## src/pts_pkg.sv

```systemverilog
// Package for the periodic task scheduler: constants, codes and shared types
`default_nettype none

package pts_pkg;

    // Default sizing handed to the top level parameters
    localparam int NUM_TASKS_DEF = 4;
    localparam int TIME_BITS_DEF = 32;

    // Fixed field widths
    localparam int CFG_IDX_BITS  = 8;
    localparam int CFG_DATA_BITS = 32;
    localparam int OUT_TIME_BITS = 32;
    localparam int TASK_BITS     = 3;
    localparam int ACTIVE_BITS   = 3;
    localparam int PERIOD_BITS   = 16;
    localparam int BUDGET_BITS   = 16;

    // Number of timing registers in the register map
    localparam int TIMING_REGS = 4;

    // Register map
    localparam logic [CFG_IDX_BITS-1:0] REG_POLICY  = 8'd0;
    localparam logic [CFG_IDX_BITS-1:0] REG_ACTIVE  = 8'd1;
    localparam logic [CFG_IDX_BITS-1:0] REG_TIMING0 = 8'd2;

    // Reset value of the active task count
    localparam logic [ACTIVE_BITS-1:0] ACTIVE_RESET = 3'd4;

    // Scheduling policy codes
    localparam logic POLICY_RM  = 1'b0;
    localparam logic POLICY_EDF = 1'b1;

    // Controller states
    typedef enum logic [1:0] {
        ST_IDLE,
        ST_SCAN,
        ST_CHARGE
    } t_state;

    // Commands from controller to datapath
    typedef struct packed {
        logic load;    // tick accepted: clear on restart, rewind the scan
        logic scan;    // release and rank the current slot
        logic charge;  // charge the winner, register the result, advance time
    } t_dp_cmd;

    // Status from datapath to controller
    typedef struct packed {
        logic scan_last;     // current slot is the last enabled one
        logic none_enabled;  // no slot enabled, skip the scan
    } t_dp_stat;

endpackage

`default_nettype wire

```

## src/pts_ctrl.sv

```systemverilog
// Controller of the periodic task scheduler: tick sequencing and output handshake
`default_nettype none

module pts_ctrl
    import pts_pkg::*;
(
    input  wire logic     i_clk,
    input  wire logic     i_rst_n,
    input  wire logic     i_valid,
    input  wire logic     i_stall,
    input  wire t_dp_stat i_stat,
    output t_dp_cmd       o_cmd,
    output logic          o_in_stall,
    output logic          o_out_valid
);

    t_state r_state;
    t_state n_state;
    logic   r_out_valid;
    logic   n_out_valid;
    logic   w_out_free;

    // Output slot can take a new beat when empty or being drained
    assign w_out_free = !r_out_valid || !i_stall;

    // Next state
    always_comb begin
        n_state = r_state;
        unique case (r_state)
            ST_IDLE: begin
                if (i_valid) begin
                    n_state = i_stat.none_enabled ? ST_CHARGE : ST_SCAN;
                end
            end
            ST_SCAN: begin
                if (i_stat.scan_last) begin
                    n_state = ST_CHARGE;
                end
            end
            ST_CHARGE: begin
                if (w_out_free) begin
                    n_state = ST_IDLE;
                end
            end
            default: begin
                n_state = ST_IDLE;
            end
        endcase
    end

    // Outputs
    always_comb begin
        o_cmd       = '0;
        o_in_stall  = 1'b1;
        n_out_valid = r_out_valid && i_stall;
        unique case (r_state)
            ST_IDLE: begin
                o_in_stall = 1'b0;
                o_cmd.load = i_valid;
            end
            ST_SCAN: begin
                o_cmd.scan = 1'b1;
            end
            ST_CHARGE: begin
                o_cmd.charge = w_out_free;
                if (w_out_free) begin
                    n_out_valid = 1'b1;
                end
            end
            default: begin
                o_in_stall = 1'b1;
            end
        endcase
    end

    assign o_out_valid = r_out_valid;

    // State and output valid registers
    always_ff @(posedge i_clk) begin
        if (!i_rst_n) begin
            r_state     <= ST_IDLE;
            r_out_valid <= 1'b0;
        end else begin
            r_state     <= n_state;
            r_out_valid <= n_out_valid;
        end
    end

endmodule

`default_nettype wire

```

## src/pts_dp.sv

```systemverilog
// Datapath of the periodic task scheduler: registers, task state, scan and result
`default_nettype none

module pts_dp
    import pts_pkg::*;
#(
    parameter int NUM_TASKS = NUM_TASKS_DEF,
    parameter int TIME_BITS = TIME_BITS_DEF
) (
    input  wire logic                     i_clk,
    input  wire logic                     i_rst_n,
    input  wire logic                     i_cfg_valid,
    input  wire logic [CFG_IDX_BITS-1:0]  i_cfg_index,
    input  wire logic [CFG_DATA_BITS-1:0] i_cfg_data,
    input  wire logic                     i_restart,
    input  wire t_dp_cmd                  i_cmd,
    output t_dp_stat                      o_stat,
    output logic [OUT_TIME_BITS-1:0]      o_tick_time,
    output logic [TASK_BITS-1:0]          o_running_task,
    output logic [OUT_TIME_BITS-1:0]      o_running_deadline
);

    localparam int IDX_W = (NUM_TASKS > 1) ? $clog2(NUM_TASKS) : 1;
    localparam int CNT_W = $clog2(NUM_TASKS + 1);

    // Configuration registers
    logic                     r_mode;
    logic [ACTIVE_BITS-1:0]   r_active;
    logic [CFG_DATA_BITS-1:0] r_timing [NUM_TASKS];

    // Run state
    logic [TIME_BITS-1:0]   r_time;
    logic [BUDGET_BITS-1:0] r_budget [NUM_TASKS];
    logic [TIME_BITS-1:0]   r_next   [NUM_TASKS];
    logic [TIME_BITS-1:0]   r_dl     [NUM_TASKS];

    // Scan and winner tracking
    logic [IDX_W-1:0]     r_idx;
    logic                 r_win_valid;
    logic [IDX_W-1:0]     r_win_idx;
    logic [TIME_BITS-1:0] r_best;

    // Result registers
    logic [OUT_TIME_BITS-1:0] r_o_time;
    logic [TASK_BITS-1:0]     r_o_task;
    logic [OUT_TIME_BITS-1:0] r_o_dl;

    logic [CNT_W-1:0]       w_enabled;
    logic [TIME_BITS-1:0]   w_period;
    logic [BUDGET_BITS-1:0] w_burst;
    logic                   w_rel;
    logic [TIME_BITS-1:0]   w_rel_sum;
    logic [TIME_BITS-1:0]   w_next;
    logic [BUDGET_BITS-1:0] w_budget;
    logic [TIME_BITS-1:0]   w_dl;
    logic [TIME_BITS-1:0]   w_key;
    logic                   w_take;
    logic [IDX_W:0]         w_task_num;

    // Saturate the active count to the slots present
    always_comb begin
        if (int'(r_active) > NUM_TASKS) begin
            w_enabled = CNT_W'(NUM_TASKS);
        end else begin
            w_enabled = CNT_W'(r_active);
        end
    end

    assign o_stat.none_enabled = (w_enabled == '0);
    assign o_stat.scan_last    = ((CNT_W'(r_idx) + CNT_W'(1)) == w_enabled);

    // Release and rank the slot under scan
    assign w_period  = TIME_BITS'(r_timing[r_idx][PERIOD_BITS-1:0]);
    assign w_burst   = r_timing[r_idx][CFG_DATA_BITS-1:PERIOD_BITS];
    assign w_rel     = (r_next[r_idx] == r_time);
    assign w_rel_sum = r_time + w_period;
    assign w_next    = w_rel ? w_rel_sum : r_next[r_idx];
    assign w_budget  = w_rel ? w_burst : r_budget[r_idx];
    assign w_dl      = w_rel ? w_rel_sum : r_dl[r_idx];

    // A fresh release sits exactly one period from now
    always_comb begin
        if (r_mode == POLICY_EDF && !w_rel) begin
            w_key = r_dl[r_idx] - r_time;
        end else begin
            w_key = w_period;
        end
    end

    // Strict compare keeps the lowest numbered slot on ties
    assign w_take = (w_budget != '0) && (!r_win_valid || (w_key < r_best));

    assign w_task_num = {1'b0, r_win_idx} + (IDX_W + 1)'(1);

    // Configuration writes
    always_ff @(posedge i_clk) begin
        if (!i_rst_n) begin
            r_mode   <= POLICY_RM;
            r_active <= ACTIVE_RESET;
            for (int j = 0; j < NUM_TASKS; j++) begin
                r_timing[j] <= '0;
            end
        end else if (i_cfg_valid) begin
            if (i_cfg_index == REG_POLICY) begin
                r_mode <= i_cfg_data[0];
            end
            if (i_cfg_index == REG_ACTIVE) begin
                r_active <= i_cfg_data[ACTIVE_BITS-1:0];
            end
            for (int j = 0; j < NUM_TASKS; j++) begin
                if (j < TIMING_REGS &&
                    i_cfg_index == REG_TIMING0 + CFG_IDX_BITS'(j)) begin
                    r_timing[j] <= i_cfg_data;
                end
            end
        end
    end

    // Task state: clear on restart, update at scan, charge the winner
    always_ff @(posedge i_clk) begin
        if (!i_rst_n) begin
            r_time <= '0;
            for (int j = 0; j < NUM_TASKS; j++) begin
                r_budget[j] <= '0;
                r_next[j]   <= '0;
                r_dl[j]     <= '0;
            end
        end else begin
            if (i_cmd.load && i_restart) begin
                r_time <= '0;
            end else if (i_cmd.charge) begin
                r_time <= r_time + TIME_BITS'(1);
            end
            for (int j = 0; j < NUM_TASKS; j++) begin
                if (i_cmd.load && i_restart) begin
                    r_budget[j] <= '0;
                    r_next[j]   <= '0;
                    r_dl[j]     <= '0;
                end else if (i_cmd.scan && r_idx == IDX_W'(j)) begin
                    r_budget[j] <= w_budget;
                    r_next[j]   <= w_next;
                    r_dl[j]     <= w_dl;
                end else if (i_cmd.charge && r_win_valid && r_win_idx == IDX_W'(j)) begin
                    r_budget[j] <= r_budget[j] - BUDGET_BITS'(1);
                end
            end
        end
    end

    // Scan pointer and winner
    always_ff @(posedge i_clk) begin
        if (!i_rst_n) begin
            r_idx       <= '0;
            r_win_valid <= 1'b0;
        end else if (i_cmd.load) begin
            r_idx       <= '0;
            r_win_valid <= 1'b0;
        end else if (i_cmd.scan) begin
            if (!o_stat.scan_last) begin
                r_idx <= r_idx + IDX_W'(1);
            end
            if (w_take) begin
                r_win_valid <= 1'b1;
            end
        end
    end

    // Winner payload
    always_ff @(posedge i_clk) begin
        if (i_cmd.scan && w_take) begin
            r_win_idx <= r_idx;
            r_best    <= w_key;
        end
    end

    // Result beat
    always_ff @(posedge i_clk) begin
        if (i_cmd.charge) begin
            r_o_time <= OUT_TIME_BITS'(r_time);
            if (r_win_valid) begin
                r_o_task <= TASK_BITS'(w_task_num);
                r_o_dl   <= (r_mode == POLICY_EDF) ?
                            OUT_TIME_BITS'(r_dl[r_win_idx]) : '0;
            end else begin
                r_o_task <= '0;
                r_o_dl   <= '0;
            end
        end
    end

    assign o_tick_time        = r_o_time;
    assign o_running_task     = r_o_task;
    assign o_running_deadline = r_o_dl;

endmodule

`default_nettype wire

```

## src/periodic_task_scheduler.sv

```systemverilog
// Top level of the periodic task scheduler (rate monotonic or earliest deadline first)
//
//  channel  | signals                                    | handshake
//  ---------+--------------------------------------------+---------------------------
//  tick in  | i_valid, o_stall, i_restart                | beat when valid and !stall
//  result   | o_valid, i_stall, o_tick_time,             | beat when valid and !stall
//           | o_running_task, o_running_deadline         |
//  config   | i_cfg_valid, o_cfg_ready, i_cfg_index,     | write when valid and ready
//           | i_cfg_data                                 |
//
// A tick is accepted in the idle state, then each enabled task slot is released and
// ranked in the scan state (one slot per cycle through a single compare unit), and
// the charge state charges the winner and loads the result register.
// The next tick is accepted while the result still waits; a held result
// delays only the charge cycle of the tick after it.
// Synchronous reset clears all but winner and result registers; no clearing pass.
`default_nettype none

module periodic_task_scheduler
    import pts_pkg::*;
#(
    parameter int NUM_TASKS = NUM_TASKS_DEF,
    parameter int TIME_BITS = TIME_BITS_DEF
) (
    input  wire logic                     i_clk,
    input  wire logic                     i_rst_n,
    input  wire logic                     i_valid,
    output logic                          o_stall,
    input  wire logic                     i_restart,
    output logic                          o_valid,
    input  wire logic                     i_stall,
    output logic [OUT_TIME_BITS-1:0]      o_tick_time,
    output logic [TASK_BITS-1:0]          o_running_task,
    output logic [OUT_TIME_BITS-1:0]      o_running_deadline,
    input  wire logic                     i_cfg_valid,
    output logic                          o_cfg_ready,
    input  wire logic [CFG_IDX_BITS-1:0]  i_cfg_index,
    input  wire logic [CFG_DATA_BITS-1:0] i_cfg_data
);

    t_dp_cmd  w_cmd;
    t_dp_stat w_stat;

    // Register writes are always taken
    assign o_cfg_ready = 1'b1;

    pts_ctrl u_ctrl (
        .i_clk       (i_clk),
        .i_rst_n     (i_rst_n),
        .i_valid     (i_valid),
        .i_stall     (i_stall),
        .i_stat      (w_stat),
        .o_cmd       (w_cmd),
        .o_in_stall  (o_stall),
        .o_out_valid (o_valid)
    );

    pts_dp #(
        .NUM_TASKS (NUM_TASKS),
        .TIME_BITS (TIME_BITS)
    ) u_dp (
        .i_clk              (i_clk),
        .i_rst_n            (i_rst_n),
        .i_cfg_valid        (i_cfg_valid),
        .i_cfg_index        (i_cfg_index),
        .i_cfg_data         (i_cfg_data),
        .i_restart          (i_restart),
        .i_cmd              (w_cmd),
        .o_stat             (w_stat),
        .o_tick_time        (o_tick_time),
        .o_running_task     (o_running_task),
        .o_running_deadline (o_running_deadline)
    );

endmodule

`default_nettype wire

```

## config.mk

```make
export PLATFORM = sky130hd
export DESIGN_NAME = periodic_task_scheduler
export DESIGN_NICKNAME = d
export VERILOG_FILES = /design/src/pts_pkg.sv /design/src/pts_ctrl.sv /design/src/pts_dp.sv /design/src/periodic_task_scheduler.sv
export SDC_FILE = /design/constraint.sdc
export NUM_CORES = 1
export LEC_CHECK = 0
export BUFFER_PORTS_ARGS = -buffer_cell sky130_fd_sc_hd__buf_2
export CORE_ASPECT_RATIO = 0.8
export CORE_MARGIN = 4
export CORE_UTILIZATION = 50
export DETAILED_ROUTE_END_ITERATION = 8
export HOLD_SLACK_MARGIN = 0.06
export PLACE_DENSITY = 0.66
export RECOVER_POWER = 100
export SLEW_MARGIN = 20
export SYNTH_ARGS = -nofsm -noshare
export SYNTH_HDL_FRONTEND = slang
export SYNTH_SLANG_ARGS = --single-unit
```

## constraint.sdc

```tcl
create_clock -name i_clk -period 10.4 [get_ports i_clk]
set_input_delay 0.52 -clock i_clk [delete_from_list [all_inputs] [get_ports i_clk]]
set_output_delay 0.52 -clock i_clk [all_outputs]
set_load 0.1 [all_outputs]
```

# --- Word level (Yosys, flattened, before mapping) ---
# Memory sizes are Yosys's and may differ from the RTL's. A register that Yosys moved wholly into a read port is not among the register bits.
# Index checks and enable logic that the tools add are counted.
classes:
  n_addsub: 10
  n_reduce_logical: 35
  mux: 112
  n_bitwise: 34
  n_eq_ne: 18
  n_lt_le_gt_ge: 2
ops:
  columns: ["operator", "n"]
  rows:
  - ["$mux 32", 23]
  - ["$mux 16", 13]
  - ["$sub 16x1->16 const B", 4]
  - ["$mux 1", 62]
  - ["$add 32x1->32 const B", 1]
  - ["$add 32x16->32", 1]
  - ["$eq 32x32->1", 1]
  - ["$lt 32x32->1", 1]
  - ["$or 1x1->1", 32]
  - ["$sub 32x32->32", 1]
  - ["$mux 2", 12]
  - ["$eq 8x2->1 const B", 2]
  - ["$eq 8x3->1 const B", 2]
  - ["$reduce_bool 16->1", 1]
  - ["$logic_and 1x1->1", 14]
  - ["$eq 2x2->1 const B", 5]
  - ["$reduce_and 2->1", 5]
  - ["$eq 8x1->1 const B", 1]
  - ["$logic_not 8->1", 1]
  - ["$add 2x1->3 const B", 2]
  - ["$eq 2x1->1 const B", 3]
  - ["$logic_not 2->1", 3]
  - ["$pmux 2 s3", 1]
  - ["$logic_not 1->1", 5]
  - ["11 further kinds", 15]
word_totals:
  memories: 4
  output_inout_bits: 70
  ff_bits: 111
  word_cells: 226
  input_bits: 46
  ram_bits: 448
memory_table:
  columns: ["name", "depth", "word_bits", "read_ports", "rd_ports_with_merged_regs", "wr", "line_no", "source"]
  rows:
  - ["u_dp.r_dl", 4, 32, 2, 2, 4, "pts_dp.sv:35", "logic [TIME_BITS-1:0] r_dl [NUM_TASKS];"]
  - ["u_dp.r_next", 4, 32, 1, 1, 4, "pts_dp.sv:34", "logic [TIME_BITS-1:0] r_next [NUM_TASKS];"]
  - ["u_dp.r_timing", 4, 32, 1, 1, 4, "pts_dp.sv:29", "logic [CFG_DATA_BITS-1:0] r_timing [NUM_TASKS];"]
  - ["u_dp.r_budget", 4, 16, 5, 1, 4, "pts_dp.sv:33", "logic [BUDGET_BITS-1:0] r_budget [NUM_TASKS];"]

# --- Logic depth before layout (Yosys ltp) ---
depth:
  depth_word: 11
  mapped_depth: 26
  mapped_depth_nobuf: 20

# --- By module ---
# From an unflattened synthesis, not the netlist that was laid out.
unflattened:
  cells_unflattened: 2493
  area_unflattened_um2: 31009.7
by_module_without_submodules:
  columns: ["module", "area_each_um2", "seq_area_each_um2", "cells_each", "instances"]
  rows:
  - ["pts_dp", 30832.1, 17306.6, 2472, 1]
  - ["pts_ctrl", 166.4, 60.1, 19, 1]
  - ["periodic_task_scheduler", 11.3, 0.0, 2, 1]

# --- Least setup slack after synthesis ---
# Ideal clock, no wire load.
synth_path:
  kind: "register to register"
  start: "reg (tool-made name)"
  end: "reg u_dp.r_best[0], enable pin"
  arrival_time_ns: 8.349
  setup_slack_ns: 1.574
  period_less_slack_ns: 8.826
  t_required_ns: 9.923
  path_buffers: 6
  stages_incl_launch_ff: 27
  setup_time_ns: 0.477
  cell_sequence: "dfxtp_1 -> buf_6 -> buf_4 -> buf_4 -> buf_4 -> buf_2 -> buf_2 -> mux4_2 -> inv_1 -> ha_1 -> fa_1 -> nand2b_1 -> a21oi_1 -> o2111ai_1 -> a31oi_1 -> a2111oi_2 -> o21ai_0 -> a211oi_1 -> mux2_2 -> ha_1 -> nand2_1 -> nor3_1 -> a2111oi_0 -> o21ai_0 -> a21oi_1 -> o311ai_0 -> a211oi_1"
synth_lines:
  columns: ["item", "line_no", "source"]
  rows:
  - ["end signal: assignment", "pts_dp.sv:172", "r_best <= w_key;"]
  - ["end: declaration", "pts_dp.sv:41", "logic [TIME_BITS-1:0] r_best;"]

==> flow_summary.yaml <==
place:
  hpwl_um: 56300
  gp_congestion: 0.916
  place_inst: 3281
  io_buffers: 114
  dpl_worst_slack_ns: 2.55
  place_area_um2: 32300
drt:
  route.detailed.drc: 0
  wl_um: 85100
  vias: 21100
  drt_iter0_drc: 2231
  drt-vias-per-instance: 6.23
  first_pass_iters: 8
  ant_nets: 0
  routedWlPerCell_um: 25.1
grt:
  grt_use_total_pct: 25.6
  overflow: 0
  grt_pass1_vias: 20500
  grt_max_degree: 79
  antenna_found_initial: 1
  grt_pass1_wl_um: 128000
yosys:
  syn_inst: 2427
  synth-main-ff-cell: "edfxtp_1"
  post-synth-top-area-cell: "edfxtp_1"
  ys_types: 73
  synth_seq_cells: 593
  synth_nets: 2566
  synth.top_cell.area_share_pct: 53.4
  syn_avg_cell_area_um2: 12.7
  seq_area_frac_synth_pct: 56.3
  yosys-top-cells-count: "549 x edfxtp_1, 314 x nor2_1, 142 x mux4_2"
  yosysMostFrequentCell: "edfxtp_1"
  yosys_warnings: 0
  synth_edf_count: 549
  synthTopCellsByArea: "edfxtp_1 53%, mux4_2 10%, nor2_1 3.8%, ha_1 3.7%, xnor2_1 3.0%"
  async_flop_share_pct: 0
  netlist_area_um2: 30800
timing:
  period_share_pct: 82.5
  rsz0062_at_grt: "no"
  hold_ws_ns: 0.188
  worst_slew_pin_slew_ns: 3.50
  setup_violations: 0
  final.setup_skew_ns: 0.0182
  slew_headroom_pct: -134
  setup_tns_ns: 0
  setup_ws_ns: 1.82
  period_minus_slack_ns: 8.58
  hold_viol: 0
  finalMaxSlewViolations: 512
  fmax_mhz: 117
pwr:
  combPwrFrac_pct: 14.8
  ir_worst_vdd_mv: 0.126
  p_sw_mw: 1.59
  leakagePower_nw: 12.0
  intPower_mw: 4.42
  seqPwrFrac_pct: 47.2
  switching_share_pct: 26.5
  p_clk_share_pct: 38.0
  total_power_mw: 6.00
  power.density_nw_per_um2: 176
cts:
  cts_buffer_depth: 3
  clk_latency_ns: 0.63
  cts_tree: "done"
  clock_sinks: 593
  holdBufCountCts: 0
  post_cts_buffers: 0
  htree_num_levels: 2
  clock_tree.root_cell: "clkbuf_16"
  ctsResizeCount: 0
  cts_buffers: 60
  clkTransAtPathRegs_ns: 0.07
floorplanning:
  io_pins: 116
  die_height_um: 230
  floorplan.initialDensity_pct: 50.5
  die_x_um: 286
  rows: 81
  dieArea_um2: 65800
  core_area_um2: 61100
outcome:
  violations: "max-capacitance violations, max-slew violations"
  status: "finished, violations left"
finish:
  fin_util_pct: 55.8
  final_nets: 2653
  stdcell_area_um2: 34100
  drive_gt1_share_pct: 13.1
  area.growth.synth_to_final_pct: 10.6
  layoutNonFillerInstCount: 3396
worst_setup_path:
  worst-setup-path-type: "reg2reg"
  cp_max_fo: 49
  r2r_slack_ns: 1.82
  start_kind: "register"
  cp_data_arrival_time_ns: 8.85
  endpoint_kind: "register"
  required_ns: 10.67
hold_path:
  hp-class: "in2reg"
run:
  max_cap_violations: 15
## power by group through the flow
stage | logic, mW | registers, mW | clock network, mW
global route | 0.956 | 2.85 | 2.41
global placement | 0.877 | 2.87 | 0
CTS | 0.889 | 2.83 | 2.31
detailed placement | 0.884 | 2.88 | 0
finish | 0.887 | 2.84 | 2.28
floorplan | 0.609 | 2.89 | 0
## cell families after synthesis
group	share of synthesized area, %
multiplexers	12.2
adder cells (fa/ha/maj)	3.82
AND/OR/NAND/NOR	13.7
AO/OA/AOI/OAI	6.85
buffers and inverters	3.07
flip-flops	56.3
XOR/XNOR	4.00
other	0.0122
## critical path, stage by stage, from the launching register on
cell and delay [ns]:
dfxtp_4 0.84, buf_4 0.58, mux4_2 0.60, xnor2_1 0.30, nand4_1 0.18, nor4_1 0.80
nand3_4 0.10, nand2_1 0.10, clkbuf_1 1.44, o21ai_0 0.50, ha_1 0.43, a21o_1 0.18
a21o_1 0.16, a21oi_1 0.18, a2111oi_0 0.15, a22oi_1 0.15, o311ai_0 0.24, a211oi_4 0.66
clkbuf_1 0.47
## cell type report
type | count | area [um^2]
antenna | 1 | 2.50
clock buffer | 73 | 1660
clock inverter | 40 | 418
fill | 5063 | 27000
inverter | 98 | 373
multi-input combinational | 1611 | 12600
sequential | 593 | 17400
tap | 830 | 1040
timing repair buffer | 150 | 687
## state kept, by name, summed over array words and instances, names as in the netlist, 32 cells and up, named ones only
register / count
u_dp.r_best: 32
u_dp.r_timing: 128
u_dp.r_next: 128
u_dp.r_time: 32
u_dp.r_budget: 64
u_dp.o_tick_time: 32
u_dp.r_dl: 128
u_dp.o_running_deadline: 32
## cells in the final DEF, fill, tap and decap left out, types with 11 or more instances in the layout
cell type | synthesis | final
xor2_1 | 35 | 35
nor4_1 | 21 | 21
nor2_1 | 314 | 314
edfxtp_1 | 549 | 549
buf_2 | 23 | 44
a31oi_1 | 12 | 12
and3_1 | 42 | 42
a21o_1 | 30 | 30
clkbuf_16 | 0 | 61
clkbuf_1 | 86 | 94
and2_1 | 133 | 50
o21ai_0 | 55 | 58
a21oi_1 | 81 | 80
and2_0 | 1 | 84
dfxtp_1 | 44 | 42
nand4_1 | 26 | 26
xnor2_1 | 106 | 106
clkinv_2 | 0 | 16
o21a_1 | 19 | 19
nor3_1 | 112 | 116
inv_1 | 97 | 97
o22ai_1 | 66 | 66
mux2i_1 | 36 | 47
buf_4 | 6 | 14
or3_1 | 19 | 19
nand2_1 | 87 | 87
ha_1 | 91 | 91
mux4_2 | 142 | 142
nand2b_1 | 11 | 11
nand3_1 | 31 | 26
## worst paths after layout
kind | startpoint | endpoint | cells after the start
worst max-delay path | register | u_dp.r_best[12]$_DFFE_PP_ | 18
worst min-delay path | i_cfg_data[2] | u_dp.r_active[2]$_SDFFE_PN1P_ | 3
worst max register to register | register | u_dp.r_best[12]$_DFFE_PP_ | 18
worst min register to register | u_dp.r_time[10]$_SDFFE_PP0P_ | u_dp.o_tick_time[10]$_DFFE_PP_ | 0
## metal layers
layer  routed length, um  global-route usage (%)
met1               37000                    38.9
met2               38400                    39.0
met3                7710                    4.16
met4                1950                    5.88
met5                   0                       0
Note: power is estimated with default switching activity, not from simulation.
